==> src/design/bpu_pkg.sv <==
// ----------------------------------------------------------------------------
// bpu_pkg
// types, codes and constants shared by the bitmap pixel stream unpacker
// ----------------------------------------------------------------------------
package bpu_pkg;

	localparam int MAX_WIDTH_DEF     = 4096;
	localparam int PALETTE_DEPTH_DEF = 256;
	localparam int MAX_HEIGHT        = 4096;
	localparam int QUEUE_DEPTH       = 2;

	localparam int CFG_INDEX_W = 3;

	localparam logic [CFG_INDEX_W-1:0] REG_IMAGE_WIDTH   = 3'd0;
	localparam logic [CFG_INDEX_W-1:0] REG_IMAGE_HEIGHT  = 3'd1;
	localparam logic [CFG_INDEX_W-1:0] REG_PIXEL_FORMAT  = 3'd2;
	localparam logic [CFG_INDEX_W-1:0] REG_BITFIELD_MODE = 3'd3;
	localparam logic [CFG_INDEX_W-1:0] REG_RED_MASK      = 3'd4;
	localparam logic [CFG_INDEX_W-1:0] REG_GREEN_MASK    = 3'd5;
	localparam logic [CFG_INDEX_W-1:0] REG_BLUE_MASK     = 3'd6;
	localparam logic [CFG_INDEX_W-1:0] REG_ALPHA_MASK    = 3'd7;

	localparam logic [1:0] FMT_PAL8  = 2'd0;
	localparam logic [1:0] FMT_RGB24 = 2'd1;
	localparam logic [1:0] FMT_RGB32 = 2'd2;

	localparam logic FUNC_PALETTE = 1'b0;
	localparam logic FUNC_PIXEL   = 1'b1;

	localparam logic [31:0] MASK_BYTE3 = 32'hFF000000;
	localparam logic [31:0] MASK_BYTE2 = 32'h00FF0000;
	localparam logic [31:0] MASK_BYTE1 = 32'h0000FF00;
	localparam logic [31:0] MASK_BYTE0 = 32'h000000FF;

	typedef struct packed {
		logic        func;
		logic [7:0]  palette_index;
		logic [31:0] palette_word;
		logic [7:0]  data_byte;
	} req_t;

	typedef struct packed {
		logic [7:0] red;
		logic [7:0] green;
		logic [7:0] blue;
		logic [7:0] alpha;
		logic       row_end;
		logic       image_end;
	} pix_t;

	typedef struct packed {
		logic [12:0] image_width;
		logic [12:0] image_height;
		logic [1:0]  pixel_format;
		logic        bitfield_mode;
	} geom_t;

	typedef struct packed {
		logic [31:0] red_mask;
		logic [31:0] green_mask;
		logic [31:0] blue_mask;
		logic [31:0] alpha_mask;
	} mask_t;

	typedef enum logic [2:0] {
		OP_PAL_WRITE,
		OP_PAL_PIXEL,
		OP_PLAIN24,
		OP_PLAIN32,
		OP_BITFIELD
	} op_kind_t;

	typedef struct packed {
		op_kind_t    kind;
		logic        zero;
		logic        row_end;
		logic        image_end;
		logic [7:0]  idx;
		logic [31:0] word;
	} op_t;

endpackage

==> src/design/bpu_queue.sv <==
// ----------------------------------------------------------------------------
// bpu_queue
// short fifo of classified requests between the front and the back
// ----------------------------------------------------------------------------
module bpu_queue (
	input  logic         clk,
	input  logic         arst_n,
	input  logic         push,
	input  bpu_pkg::op_t push_op,
	output logic         full,
	input  logic         pop,
	output logic         valid,
	output bpu_pkg::op_t head
);

	localparam int D  = bpu_pkg::QUEUE_DEPTH;
	localparam int PW = (D > 1) ? $clog2(D) : 1;
	localparam int NW = $clog2(D + 1);

	bpu_pkg::op_t  ent_q [D];
	logic [PW-1:0] wr_ptr_q;
	logic [PW-1:0] rd_ptr_q;
	logic [NW-1:0] count_q;

	assign full  = count_q == NW'(D);
	assign valid = count_q != '0;
	assign head  = ent_q[rd_ptr_q];

	always_ff @(posedge clk) begin
		if (push) begin
			ent_q[wr_ptr_q] <= push_op;
		end
	end

	always_ff @(posedge clk or negedge arst_n) begin
		if (!arst_n) begin
			wr_ptr_q <= '0;
			rd_ptr_q <= '0;
			count_q  <= '0;
		end else begin
			if (push) begin
				wr_ptr_q <= (wr_ptr_q == PW'(D - 1)) ? '0 : wr_ptr_q + PW'(1);
			end
			if (pop) begin
				rd_ptr_q <= (rd_ptr_q == PW'(D - 1)) ? '0 : rd_ptr_q + PW'(1);
			end
			if (push && !pop) begin
				count_q <= count_q + NW'(1);
			end else if (pop && !push) begin
				count_q <= count_q - NW'(1);
			end
		end
	end

endmodule

==> config.mk <==
export PLATFORM = sky130hd
export DESIGN_NAME = bpu_queue
export DESIGN_NICKNAME = d
export VERILOG_FILES = /design/src/design/bpu_pkg.sv /design/src/design/bpu_queue.sv
export SDC_FILE = /design/constraint.sdc
export NUM_CORES = 1
export LEC_CHECK = 0
export ABC_AREA = 0
export BUFFER_PORTS_ARGS = -buffer_cell sky130_fd_sc_hd__buf_2
export CORE_UTILIZATION = 52
export CTS_CLUSTER_DIAMETER = 200
export CTS_CLUSTER_SIZE = 24
export DETAILED_ROUTE_END_ITERATION = 12
export PLACE_DENSITY_LB_ADDON = 0.1
export SKIP_LAST_GASP = 1
export SYNTH_ARGS = -nofsm -noshare
export SYNTH_HDL_FRONTEND = slang
export SYNTH_SLANG_ARGS = --single-unit
export TNS_END_PERCENT = 5
==> constraint.sdc <==
create_clock -name clk -period 3.67 [get_ports clk]
set_input_delay 0.1835 -clock clk [delete_from_list [all_inputs] [get_ports clk]]
set_output_delay 0.1835 -clock clk [all_outputs]
set_load 0.02 [all_outputs]
==> results.json <==
{
  "status": "finished clean",
  "drt-wirelength-per-cell_um": 15.72,
  "pin_count_of_the_biggest_net_entering_global_routing": 47,
  "coreArea_um2": 6756,
  "worstSetupStartpointType": "flop",
  "synthesis.area_per_instance_um2": 22.84,
  "hold_path_class": "input port to flop",
  "worst_path_cell_chain": "buf_4, mux2_2, buf_2",
  "post_synth_xor_area_fraction": 0.01206,
  "adder_cell_area_share_of_the_yosys_netlist": 0.003445,
  "routed_wl_um": 5581,
  "worst_pin_slew_ns": 1.111,
  "final_hold_viol_count": 0,
  "synth-seq-cells": 96,
  "syn_nets": 210,
  "fin_ws_ns": 1.262,
  "synthesis.area_um2": 3632,
  "synth_sequential_area_ratio": 0.7882,
  "simple_gate_share_of_the_synthesized_area": 0.007923,
  "rsz0062_at_grt": "no",
  "setup_viol": 0,
  "area.sequential_um2": 2864,
  "synthDistinctLibCells": 14,
  "post_cts_gate_resize_count": 0,
  "multiInputGateArea_um2": 724.4,
  "cp_data_required_time_ns": 3.49,
  "critical_path_peak_fanout": 29,
  "insertion_delay_ns": 0.35,
  "cts-htree-levels": 3,
  "first_pass_grt_wire_length_um": 8500,
  "synth.mux.area_fraction": 0.1736,
  "area_growth_pct": 23.25,
  "most-common-layout-cells": "97 x sky130_fd_sc_hd__buf_2, 92 x sky130_fd_sc_hd__edfxtp_1, 30 x sky130_fd_sc_hd__mux2_4",
  "mostFrequentLayoutCell": "sky130_fd_sc_hd__buf_2",
  "drv_cap": 0,
  "post_cts_buffers": 0,
  "drt.antenna.violating_nets": 0,
  "timing.critical_path.to_type": "output pin",
  "p_leak_nw": 1.799,
  "synth.yosys.warnings": 0,
  "timing.critical_path.slowest_cell_delay_ns": 0.88,
  "clock_path_buffers": 2,
  "dr_total_vias": 1792,
  "minimum_setup_slack_among_reg_to_reg_paths_ns": 1.80,
  "worst-setup-path-type": "flop to output pin",
  "worst_reg_to_reg_path_cell_count": 2,
  "hp-start": "push_op[25]",
  "gp_weighted_congestion": 0.7298,
  "finalCritPeriodShare": 0.6561,
  "hold_ws_ns": 0.01673,
  "timing.clock.skew_ns": 0.01004,
  "final_net_count": 321,
  "crit-reg2reg-capture": "ent_q[0][28]",
  "cts_tree": "done",
  "drive_gt1_frac": 0.5927,
  "drt_iter0_drc": 79,
  "dp_hpwl_um": 3569,
  "clock_tree.root_cell": "sky130_fd_sc_hd__clkbuf_8",
  "maxSlewViolCount": 0,
  "num_rows": 30,
  "initial_utilization": 0.5376,
  "max_freq_ghz": 0.4153,
  "dieHeight_um": 85.58,
  "vdd_drop_max_uv": 568.5,
  "complex_gate_fraction_of_the_synthesized_area": 0,
  "cts_hold_repair.buffers": 6,
  "die_w_um": 85.58,
  "cts_num_sinks": 96,
  "nFillCells": 496,
  "antenna_cells": 0,
  "holdPathStages": 1,
  "io_pins": 98,
  "cts.reportedPaths.clkPinSlew_ns": 0.09,
  "maxSlewHeadroom": 0.2595,
  "cp_data_arrival_time_ns": 2.22,
  "route.detailed.vias_per_inst": 5.048,
  "critical_path.reg2reg.startpoint": "wr_ptr_q",
  "grt_overflow": 0,
  "whs_endpoint": "ent_q[0][25]",
  "synth_top_family_by_area": "multiplexers",
  "cpMaxStageDelayCell": "sky130_fd_sc_hd__dfrtp_2",
  "grt_pass1_vias": 1818,
  "drt_pass1_iterations": 4,
  "syn-instance-count": 159,
  "grt_antenna_before_repair": 0,
  "preCtsSetupSlack_ns": 1.570,
  "port-buffer-count": 97,
  "fin_setup_tns_ns": 0,
  "period_minus_slack_ns": 2.408,
  "grt.total_usage": 0.1607,
  "cellPowerDensity_nw_per_um2": 777.9,
  "drc_errors": 0,
  "fp.dieArea_um2": 7323,
  "cts_inserted_buffers": 9
}
[worst max path at each step]
stage	start	to	slack [ns]
floorplan	wr_ptr_q	ent_q[0][0]	0.76
global placement	rd_ptr_q	head[45]	1.58
detailed placement	rd_ptr_q	head[31]	1.57
CTS	rd_ptr_q	head[33]	1.19
global route	rd_ptr_q	head[31]	1.14
finish	rd_ptr_q	head[31]	1.26
[power breakdown]
group	internal (mW)	switching, mW
combinational	0.525	0.612
clock	0.421	0.331
sequential	1.46	0.136
total	2.40	1.08
[sequential cells by signal (all words and copies together) (netlist names)]
name	flops
wr_ptr_q	1
ent_q	92
rd_ptr_q	1
count_q	2
[cell type report]
class / count / share of cell area
Multi-Input combinational cell: 57 / 0.1618
Tap cell: 80 / 0.02236
Inverter: 1 / 0.0008385
Clock buffer: 13 / 0.03549
Sequential cell: 96 / 0.6397
Timing Repair Buffer: 105 / 0.1252
Clock inverter: 3 / 0.01453
[stage by stage]
step                  util  area (µm²)  power (mW)  std cells
global route        0.6626        4477       3.636        355
CTS                 0.6626        4477       3.527        355
floorplan                -        3632       2.465        159
global placement    0.6206        4193       2.756        333
detailed placement  0.6206        4193       2.774        333
finish              0.6626        4477       3.483        355
[cells in the mapped netlist]
cell,n,share of area
sky130_fd_sc_hd__edfxtp_1,92,0.76
sky130_fd_sc_hd__mux2_4,30,0.12
sky130_fd_sc_hd__mux2_2,16,0.050
sky130_fd_sc_hd__buf_6,4,0.012
sky130_fd_sc_hd__dfrtp_1,4,0.028
sky130_fd_sc_hd__xor2_1,4,0.0096
sky130_fd_sc_hd__nor2b_1,2,0.0034
sky130_fd_sc_hd__and2_1,1,0.0017
sky130_fd_sc_hd__buf_2,1,0.0014
sky130_fd_sc_hd__ha_1,1,0.0034
sky130_fd_sc_hd__inv_1,1,0.0010
sky130_fd_sc_hd__nor2_1,1,0.0010
sky130_fd_sc_hd__or2_2,1,0.0017
sky130_fd_sc_hd__xnor2_1,1,0.0024
[kinds of logic (layout without fill, tap and decap cells)]
logic type,count (synthesis),count (layout)
muxes,46,46
adders and majority gates,1,1
DFF,96,96
xor gates and xnor gates,5,5
and+or+nand+nor,5,5
buffers and inverters,6,122
[layer usage]
| metal | wire length [µm] | track usage | vias to the layer above |
|---|---|---|---|
| li1 | - | - | 844 |
| met1 | 2306 | 0.1932 | 876 |
| met2 | 2899 | 0.2676 | 59 |
| met3 | 228 | 0.03561 | 13 |
| met4 | 146 | 0.09697 | 0 |
| met5 | 0 | 0 | - |
[worst max-delay path, delay by kind of cell, from the launching register on]
| kind | cells | cell delay (ns) |
|---|---|---|
| DFF | 1 | 0.88 |
| muxes | 1 | 0.37 |
| buffers and inverters | 2 | 0.62 |
No activity file was read; power rests on OpenSTA's default activity.
