$ cat config.mk
export PLATFORM = sky130hd
export DESIGN_NAME = bpu_front
export DESIGN_NICKNAME = d
export VERILOG_FILES = /design/src/design/bpu_pkg.sv /design/src/design/bpu_front.sv
export SDC_FILE = /design/constraint.sdc
export NUM_CORES = 1
export LEC_CHECK = 0
export BUFFER_PORTS_ARGS = -buffer_cell sky130_fd_sc_hd__buf_2
export CAP_MARGIN = 15
export CELL_PAD_IN_SITES_DETAIL_PLACEMENT = 0
export CELL_PAD_IN_SITES_GLOBAL_PLACEMENT = 2
export CORE_ASPECT_RATIO = 1.25
export CORE_MARGIN = 5
export CORE_UTILIZATION = 26
export CTS_CLUSTER_SIZE = 14
export DETAILED_ROUTE_END_ITERATION = 16
export PLACE_DENSITY_LB_ADDON = 0.15
export SYNTH_ARGS = -nofsm -noshare
export SYNTH_HDL_FRONTEND = slang
export SYNTH_SLANG_ARGS = --single-unit
$ cat constraint.sdc
create_clock -name clk -period 3.47 [get_ports clk]
set_clock_uncertainty 0.05 [all_clocks]
set_input_delay 0.1735 -clock clk [delete_from_list [all_inputs] [get_ports clk]]
set_output_delay 0.1735 -clock clk [all_outputs]
set_load 0.02 [all_outputs]
$ cat src/design/bpu_pkg.sv
// ----------------------------------------------------------------------------
// bpu_pkg
// types, codes and constants shared by the bitmap pixel stream unpacker
// ----------------------------------------------------------------------------
package bpu_pkg;

	localparam int MAX_WIDTH_DEF     = 4096;
	localparam int PALETTE_DEPTH_DEF = 256;
	localparam int MAX_HEIGHT        = 4096;
	localparam int QUEUE_DEPTH       = 2;

	localparam int CFG_INDEX_W = 3;

	localparam logic [CFG_INDEX_W-1:0] REG_IMAGE_WIDTH   = 3'd0;
	localparam logic [CFG_INDEX_W-1:0] REG_IMAGE_HEIGHT  = 3'd1;
	localparam logic [CFG_INDEX_W-1:0] REG_PIXEL_FORMAT  = 3'd2;
	localparam logic [CFG_INDEX_W-1:0] REG_BITFIELD_MODE = 3'd3;
	localparam logic [CFG_INDEX_W-1:0] REG_RED_MASK      = 3'd4;
	localparam logic [CFG_INDEX_W-1:0] REG_GREEN_MASK    = 3'd5;
	localparam logic [CFG_INDEX_W-1:0] REG_BLUE_MASK     = 3'd6;
	localparam logic [CFG_INDEX_W-1:0] REG_ALPHA_MASK    = 3'd7;

	localparam logic [1:0] FMT_PAL8  = 2'd0;
	localparam logic [1:0] FMT_RGB24 = 2'd1;
	localparam logic [1:0] FMT_RGB32 = 2'd2;

	localparam logic FUNC_PALETTE = 1'b0;
	localparam logic FUNC_PIXEL   = 1'b1;

	localparam logic [31:0] MASK_BYTE3 = 32'hFF000000;
	localparam logic [31:0] MASK_BYTE2 = 32'h00FF0000;
	localparam logic [31:0] MASK_BYTE1 = 32'h0000FF00;
	localparam logic [31:0] MASK_BYTE0 = 32'h000000FF;

	typedef struct packed {
		logic        func;
		logic [7:0]  palette_index;
		logic [31:0] palette_word;
		logic [7:0]  data_byte;
	} req_t;

	typedef struct packed {
		logic [7:0] red;
		logic [7:0] green;
		logic [7:0] blue;
		logic [7:0] alpha;
		logic       row_end;
		logic       image_end;
	} pix_t;

	typedef struct packed {
		logic [12:0] image_width;
		logic [12:0] image_height;
		logic [1:0]  pixel_format;
		logic        bitfield_mode;
	} geom_t;

	typedef struct packed {
		logic [31:0] red_mask;
		logic [31:0] green_mask;
		logic [31:0] blue_mask;
		logic [31:0] alpha_mask;
	} mask_t;

	typedef enum logic [2:0] {
		OP_PAL_WRITE,
		OP_PAL_PIXEL,
		OP_PLAIN24,
		OP_PLAIN32,
		OP_BITFIELD
	} op_kind_t;

	typedef struct packed {
		op_kind_t    kind;
		logic        zero;
		logic        row_end;
		logic        image_end;
		logic [7:0]  idx;
		logic [31:0] word;
	} op_t;

endpackage

$ cat src/design/bpu_front.sv
// ----------------------------------------------------------------------------
// bpu_front
// request intake: byte gathering, padding skip, row and column counting
// ----------------------------------------------------------------------------
module bpu_front #(
	parameter int MAX_WIDTH     = bpu_pkg::MAX_WIDTH_DEF,
	parameter int PALETTE_DEPTH = bpu_pkg::PALETTE_DEPTH_DEF
) (
	input  logic           clk,
	input  logic           arst_n,
	input  logic           clear,
	input  bpu_pkg::geom_t geom,
	input  logic           req_valid,
	output logic           req_stall,
	input  bpu_pkg::req_t  req_data,
	input  logic           q_full,
	output logic           push,
	output bpu_pkg::op_t   push_op
);

	localparam int CW = $clog2(MAX_WIDTH);
	localparam int WW = (CW + 1 > 13) ? CW + 1 : 13;
	localparam logic [WW-1:0] MAXW = WW'(MAX_WIDTH);
	localparam logic [12:0] MAXH = 13'(bpu_pkg::MAX_HEIGHT);

	logic [23:0]   gather_q;
	logic [1:0]    pos_q;
	logic [CW-1:0] col_q;
	logic [11:0]   row_q;
	logic [1:0]    pad_q;

	logic [WW-1:0] w_raw;
	logic [WW-1:0] w_cl;
	logic [12:0]   h_cl;
	logic          last_col;
	logic          last_row;
	logic          accept;
	logic          is_pal;
	logic          is_bitf;
	logic          is_four;
	logic          last_byte;
	logic          idx_ok;
	logic          pix_done;
	logic [1:0]    w3;
	logic [1:0]    pad_next;
	logic [31:0]   word;

	assign req_stall = q_full;
	assign accept    = req_valid && !q_full;

	assign w_raw = WW'(geom.image_width);
	assign w_cl  = (w_raw == '0) ? WW'(1) : ((w_raw > MAXW) ? MAXW : w_raw);
	assign h_cl  = (geom.image_height == 13'd0) ? 13'd1 :
		((geom.image_height > MAXH) ? MAXH : geom.image_height);

	assign last_col = (WW'(col_q) + WW'(1)) >= w_cl;
	assign last_row = (13'(row_q) + 13'd1) >= h_cl;

	assign is_pal    = geom.pixel_format == bpu_pkg::FMT_PAL8;
	assign is_bitf   = !is_pal && geom.bitfield_mode;
	assign is_four   = !is_pal && (is_bitf || geom.pixel_format != bpu_pkg::FMT_RGB24);
	assign last_byte = is_pal || (is_four ? (pos_q == 2'd3) : (pos_q == 2'd2));

	assign idx_ok = 9'(req_data.palette_index) < 9'(PALETTE_DEPTH);

	assign pix_done = req_data.func == bpu_pkg::FUNC_PIXEL && pad_q == 2'd0 && last_byte;

	assign w3 = w_cl[1:0] + {w_cl[0], 1'b0};

	always_comb begin
		if (is_pal) begin
			pad_next = 2'd0 - w_cl[1:0];
		end else if (is_four) begin
			pad_next = 2'd0;
		end else begin
			pad_next = 2'd0 - w3;
		end
	end

	assign word = {8'd0, gather_q} | (32'(req_data.data_byte) << {pos_q, 3'b000});

	always_comb begin
		push_op           = '0;
		push_op.row_end   = last_col;
		push_op.image_end = last_col && last_row;
		if (req_data.func == bpu_pkg::FUNC_PALETTE) begin
			push_op.kind = bpu_pkg::OP_PAL_WRITE;
			push_op.idx  = req_data.palette_index;
			push_op.word = req_data.palette_word;
		end else if (is_pal) begin
			push_op.kind = bpu_pkg::OP_PAL_PIXEL;
			push_op.idx  = req_data.data_byte;
			push_op.zero = 9'(req_data.data_byte) >= 9'(PALETTE_DEPTH);
		end else if (is_bitf) begin
			push_op.kind = bpu_pkg::OP_BITFIELD;
			push_op.word = word;
		end else if (is_four) begin
			push_op.kind = bpu_pkg::OP_PLAIN32;
			push_op.word = word;
		end else begin
			push_op.kind = bpu_pkg::OP_PLAIN24;
			push_op.word = word;
		end
	end

	assign push = accept && ((req_data.func == bpu_pkg::FUNC_PALETTE && idx_ok) || pix_done);

	always_ff @(posedge clk or negedge arst_n) begin
		if (!arst_n) begin
			gather_q <= '0;
			pos_q    <= '0;
			col_q    <= '0;
			row_q    <= '0;
			pad_q    <= '0;
		end else if (clear) begin
			gather_q <= '0;
			pos_q    <= '0;
			col_q    <= '0;
			row_q    <= '0;
			pad_q    <= '0;
		end else if (accept && req_data.func == bpu_pkg::FUNC_PIXEL) begin
			if (pad_q != 2'd0) begin
				pad_q <= pad_q - 2'd1;
			end else if (!last_byte) begin
				pos_q <= pos_q + 2'd1;
				case (pos_q)
					2'd0: begin
						gather_q[7:0] <= req_data.data_byte;
					end
					2'd1: begin
						gather_q[15:8] <= req_data.data_byte;
					end
					default: begin
						gather_q[23:16] <= req_data.data_byte;
					end
				endcase
			end else begin
				gather_q <= '0;
				pos_q    <= '0;
				if (last_col) begin
					col_q <= '0;
					pad_q <= pad_next;
					row_q <= last_row ? '0 : row_q + 12'd1;
				end else begin
					col_q <= col_q + CW'(1);
				end
			end
		end
	end

endmodule

==> impl_metrics.json, run 1 <==
{
  "die_area_mm2": 0.0185,
  "totalWireLength_um": 13300,
  "die-height_um": 151,
  "rows": 51,
  "gr-usage-met2_pct": 27.2,
  "dr_total_vias": 4172,
  "grt_max_degree": 51,
  "drive_above_1_share_pct": 27.5,
  "grt_pass1_vias": 4188,
  "syn_nets": 640,
  "cts_tree": "yes",
  "fp.coreArea_mm2": 0.0156,
  "cp.arrival_ns": 3.08,
  "viasPerCell": 4.77,
  "synth_area_per_cell_um2": 7.82,
  "grt_usage_pct": 14.2,
  "netlist_area_mm2": 0.00412,
  "ys_seq_area_share_pct": 31.6,
  "ys.warnings.count": 0,
  "initial_core_util_pct": 26.5,
  "hold_viol": 0,
  "drt_pass1_iterations": 4,
  "clockBufferDepth": 2,
  "rsz0062_at_grt": "no",
  "crit_path_end_kind": "output port",
  "synth_common_cells": "nand2_1 (83), dfrtp_1 (52), inv_1 (52)",
  "tightest_slew_ns": 0.909,
  "slew_violations": 0,
  "yosysTopAreaCellShare_pct": 31.6,
  "tns_ns": 0,
  "cap_violations": 0,
  "path_class": "flop to output port",
  "status": "complete, no violations",
  "port_buffers": 129,
  "yosys.area.top_type": "dfrtp_1",
  "wl_per_cell_um": 15.2,
  "crit_fanout": 6,
  "place_congestion": 0.803,
  "grt_antenna_before_repair": 0,
  "clock_latency_ns": 0.29,
  "grt-busiest-layer": "met2",
  "cp.required_ns": 3.25,
  "cts_made_buffers": 5,
  "post-route-drc-count": 0,
  "n_antenna_cell": 0,
  "synth.most_common_cell": "nand2_1",
  "syn_inst": 527,
  "synth.distinct_cells": 56,
  "postLayoutCellArea_mm2": 0.00532,
  "timing.fmax_mhz": 303,
  "synth_area_leaders": "dfrtp_1 (32%), ha_1 (9.1%), nand2_1 (7.6%)",
  "setup-violations-final": 0,
  "grt_overflow": 0,
  "ys_ff_latch": 52,
  "slew_headroom_pct": 38.9,
  "synthArstFlopShare_pct": 100,
  "dpl_cell_area_mm2": 0.00503,
  "htreeDepth": 2,
  "post-route-min-period_ns": 3.30,
  "drtIter0Drc": 209,
  "ant_nets": 0,
  "layout.nets": 774,
  "vdd_drop_max_v": 0.000184,
  "grt_pass1_wl_um": 21000,
  "hpwlAfterDp_um": 10500,
  "cts_sinks": 52,
  "power.density_mw_per_mm2": 306,
  "synth_edf_count": 0,
  "die_x_um": 123,
  "ios": 131,
  "static-leakage-power_nw": 2.69,
  "grt_use_met1_pct": 16.7,
  "synth_ff_type": "dfrtp_1",
  "cts-root-buf": "clkbuf_16",
  "post-route-period-util_pct": 95.1,
  "min_path_type": "input port to flop",
  "worstSetupStartpointType": "flop",
  "clk_pin_slew_ns": 0.07,
  "syn2layout_area_growth_pct": 29.1,
  "use_met3_pct": 2.20
}
-- routing by layer --
metal  routed length (um)  vias to the layer above
li1                     -                     2141
met1                 5660                     1937
met2                 6980                       87
met3                  597                        7
met4                   78                        0
met5                    0                        -
-- stage by stage --
step           cells  hold slack (ns)  util [%]  setup WS (ns)  power, mW
2_1_floorplan    527           -0.172         -         0.0692      0.896
3_3_place_gp     859            0.242      32.3          0.161       1.07
3_5_place_dp     859            0.256      32.3         0.0735       1.07
4_1_cts          870            0.136      33.6         0.0485       1.65
5_1_grt          874            0.175      34.2       0.000525       1.72
6_report         874            0.167      34.2          0.168       1.63
-- power by group --
part / switching [mW] / internal [mW] / total, mW
Sequential: 0.0173 / 0.634 / 0.651
Combinational: 0.258 / 0.147 / 0.406
Clock: 0.232 / 0.340 / 0.572
-- worst max-delay path, stage by stage (launching register included) --
cell,delay [ns]
dfrtp_1,0.43
ha_4,0.16
and3_4,0.18
and3_4,0.21
and3_4,0.22
nand3_1,0.11
xnor2_1,0.16
ha_1,0.31
nand2_2,0.09
a2111oi_4,0.41
a21oi_4,0.12
buf_6,0.14
nor2_2,0.12
buf_6,0.13
-- cells in the final DEF, fill, tap and decap left out, types with 15 or more instances in the layout --
master	count
a21oi_1	43
buf_4	21
o21ai_1	19
nand3_1	19
inv_1	52
dfrtp_1	52
o22ai_1	24
o21ai_0	32
nand2_1	82
nor2_1	15
ha_1	29
buf_2	128
-- cells by family after synthesis --
family          Yosys count  synth area share (%)
compound gates          175                  27.2
simple gates            171                  19.9
buf+inv                  78                  7.77
flops                    52                  31.6
fa+ha+maj                30                  9.10
xor+xnor                 18                  3.82
mux                       2                 0.516
other cells               1                0.0910
-- final cells by class --
cell class,instances,area (um^2)
Tap cell,212,265
Sequential cell,52,1300
Clock buffer,5,125
Fill cell,1735,10200
Inverter,53,199
Multi-Input combinational cell,397,2560
Clock inverter,3,42.5
Timing Repair Buffer,152,831
-- sequential cells by signal, summed over array words and instances, names as in the netlist --
name	cells
col_q	12
gather_q	24
pad_q	2
pos_q	2
row_q	12
-- timing repair --
action / CTS / global route
gates resized for setup: 4 / 12
setup buffers: 2 / 4
setup endpoints to repair: 2 / 16
hold buffers: 1 / 0
pin swaps: 4 / 4
hold endpoints to repair: 33 / 0
-- worst paths after layout --
path,start,to,slack [ns],cells past startpoint
max reg2reg,col_q[1]$_DFFE_PN0P_,row_q[9]$_DFFE_PN0P_,0.27,14
min reg2reg,gather_q[18]$_DFFE_PN0P_,gather_q[18]$_DFFE_PN0P_,0.43,2
min,req_data[0],gather_q[0]$_DFFE_PN0P_,0.17,3
max in group asynchronous,arst_n,pad_q[1]$_DFFE_PN0P_,2.13,3
min in group asynchronous,arst_n,gather_q[19]$_DFFE_PN0P_,0.46,2
max,col_q[1]$_DFFE_PN0P_,push_op[40],0.17,13
Power figures use the tool's default switching activity.
==> inputs of run 2 (changes only) <==
- RECOVER_POWER: not set -> 25
==> impl_metrics.json, run 2 (synthesis results as in run 1) <==
{
  "cap_violations": 2,
  "seqPwrFrac_pct": 40.1,
  "rows": 51,
  "crit_slowest_cell": "dfrtp_1",
  "reg2reg_depth": 14,
  "p_clk_share_pct": 35.1,
  "rr_startpoint": "col_q[1]$_DFFE_PN0P_",
  "static-leakage-power_nw": 2.67,
  "cp_common_cell": "and3_4",
  "cts_sinks": 52,
  "layout_common_cells": "buf_2 (124), nand2_1 (82), inv_1 (52), dfrtp_1 (52), a21oi_1 (43)",
  "hold_depth": 3,
  "post-route-period-util_pct": 95.2,
  "ios": 131,
  "nFillCells": 1741,
  "post-route-drc-count": 0,
  "tns_ns": 0,
  "clk_pin_slew_ns": 0.07,
  "utilization_pct": 34.1,
  "slew_headroom_pct": -28.1,
  "top_regs": "gather_q (24), col_q (12), row_q (12)",
  "rrSetupSlack_ns": 0.27,
  "multi_input_area_mm2": 0.00256,
  "timing.fmax_mhz": 303,
  "grt_max_degree": 51,
  "port_buffers": 129,
  "setup-violations-final": 0,
  "switchingPower_mw": 0.505,
  "drive_above_1_share_pct": 26.7,
  "min_to": "gather_q[0]$_DFFE_PN0P_",
  "drtIter0Drc": 210,
  "clock_latency_ns": 0.29,
  "cp_num_buf_inv": 2,
  "ant_nets": 0,
  "critPathMaxStageDelay_ns": 0.43,
  "slew_violations": 86,
  "switching_share_pct": 31.1,
  "whs_ns": 0.171,
  "initial_core_util_pct": 26.5,
  "ff_latch_area_mm2": 0.00130,
  "crit_fanout": 6,
  "syn2layout_area_growth_pct": 28.9,
  "die_area_mm2": 0.0185,
  "reg2reg_to": "row_q[9]$_DFFE_PN0P_",
  "htreeDepth": 2,
  "post-route-min-period_ns": 3.30,
  "cell_internal_pwr_mw": 1.12,
  "crit_path_end_kind": "output port",
  "cts-root-buf": "clkbuf_16",
  "largest_reg_flops": 24,
  "cp_top_family": "simple AND/OR/NAND/NOR gates",
  "cp.arrival_ns": 3.08,
  "grt_overflow": 0,
  "rsz0062_at_grt": "no",
  "hpwlAfterDp_um": 10500,
  "clockBufferDepth": 2,
  "n_antenna_cell": 0,
  "grt_antenna_before_repair": 0,
  "min_from": "req_data[0]",
  "totalWireLength_um": 13300,
  "violations": "capacitance limit, slew limit",
  "cts_tree": "yes",
  "crit_chain": "ha_4, and3_4, and3_4, and3_4, nand3_1, xnor2_1, ha_1, nand2_2, a2111oi_4, a21oi_4, buf_6, nor2_2, buf_6",
  "worstSetupStartpointType": "flop",
  "cts_made_buffers": 5,
  "cp.required_ns": 3.25,
  "place_congestion": 0.803,
  "grt_usage_pct": 14.2,
  "tightest_slew_ns": 1.92,
  "final_common_cell": "buf_2",
  "status": "complete, but fails checks",
  "layout.nets": 774,
  "dr_total_vias": 4178,
  "min_path_type": "input port to flop",
  "comb_power_share_pct": 24.9,
  "die-height_um": 151,
  "power.density_mw_per_mm2": 306,
  "grt_pass1_wl_um": 21000,
  "wl_per_cell_um": 15.2,
  "vdd_drop_max_v": 0.000184,
  "top_register": "gather_q",
  "drt_pass1_iterations": 4,
  "path_class": "flop to output port",
  "die_x_um": 123,
  "dpl_cell_area_mm2": 0.00503,
  "fp.coreArea_mm2": 0.0156,
  "p_total_mw": 1.62,
  "hold_viol": 0,
  "viasPerCell": 4.78,
  "grt_pass1_vias": 4188,
  "postLayoutCellArea_mm2": 0.00531
}
[run 2: per-layer routing]
layer	GRT usage, %	part of all wire [%]	wire length, um	vias to the layer above
met5	0	0	0	-
met4	2.41	0.59	78	0
met3	2.20	4.4	582	7
met2	27.2	53	7000	79
met1	16.7	42	5640	1951
li1	-	-	-	2141
[run 2: per-stage QoR]
step / worst slack (ns) / cells
after floorplan: 0.0692 / 527
after global placement: 0.161 / 859
after detailed placement: 0.0735 / 859
after CTS: 0.0485 / 870
after global routing: 0.000525 / 874
final: 0.168 / 874
[run 2: worst register-to-register path, cell delays in order (launching register included)]
cell	delay (ns)
dfrtp_1	0.43
ha_4	0.16
and3_4	0.18
and3_4	0.21
and3_4	0.22
nand3_1	0.11
xnor2_1	0.16
ha_1	0.31
nand2_2	0.09
a2111oi_4	0.41
a21oi_4	0.12
inv_2	0.18
a21oi_2	0.08
buf_4	0.18
o31ai_1	0.23
[run 2: worst max-delay path by stage]
stage                               startpoint                    end  slack (ns)  depth (start not counted)
after floorplan           col_q[0]$_DFFE_PN0P_  row_q[11]$_DFFE_PN0P_        0.07                         16
after global placement    col_q[0]$_DFFE_PN0P_   row_q[9]$_DFFE_PN0P_        0.16                         14
after detailed placement  row_q[1]$_DFFE_PN0P_   row_q[0]$_DFFE_PN0P_        0.07                         12
after CTS                 col_q[1]$_DFFE_PN0P_            push_op[40]        0.05                         14
after global routing      row_q[1]$_DFFE_PN0P_            push_op[40]      0.0005                         12
final                     col_q[1]$_DFFE_PN0P_            push_op[40]        0.17                         13
[run 2: area by class of cell]
class | count | share of cell area, %
well taps | 212 | 4.99
inverters | 53 | 3.74
repair buffers | 152 | 15.5
clock buffers | 5 | 2.35
flip-flops and latches | 52 | 24.5
clock inverters | 3 | 0.801
multi-input cells | 397 | 48.2
[run 2: power by group through the flow]
| stage | sequential, mW | clock, mW | combinational, mW |
|---|---|---|---|
| 4_1_cts | 0.651 | 0.585 | 0.410 |
| 2_1_floorplan | 0.659 | 0 | 0.237 |
| 3_3_place_gp | 0.662 | 0 | 0.404 |
| 3_5_place_dp | 0.663 | 0 | 0.406 |
| 6_report | 0.651 | 0.569 | 0.404 |
| 5_1_grt | 0.655 | 0.612 | 0.455 |
[run 2: repair_timing]
action / 4_1_cts / 5_1_grt
buffers inserted: 2 / 4
resized for setup: 4 / 12
pin swaps: 4 / 4
hold buffers: 1 / 0
hold endpoints to repair: 33 / 0
gates cloned: 0 / 0
setup endpoints to repair: 2 / 16
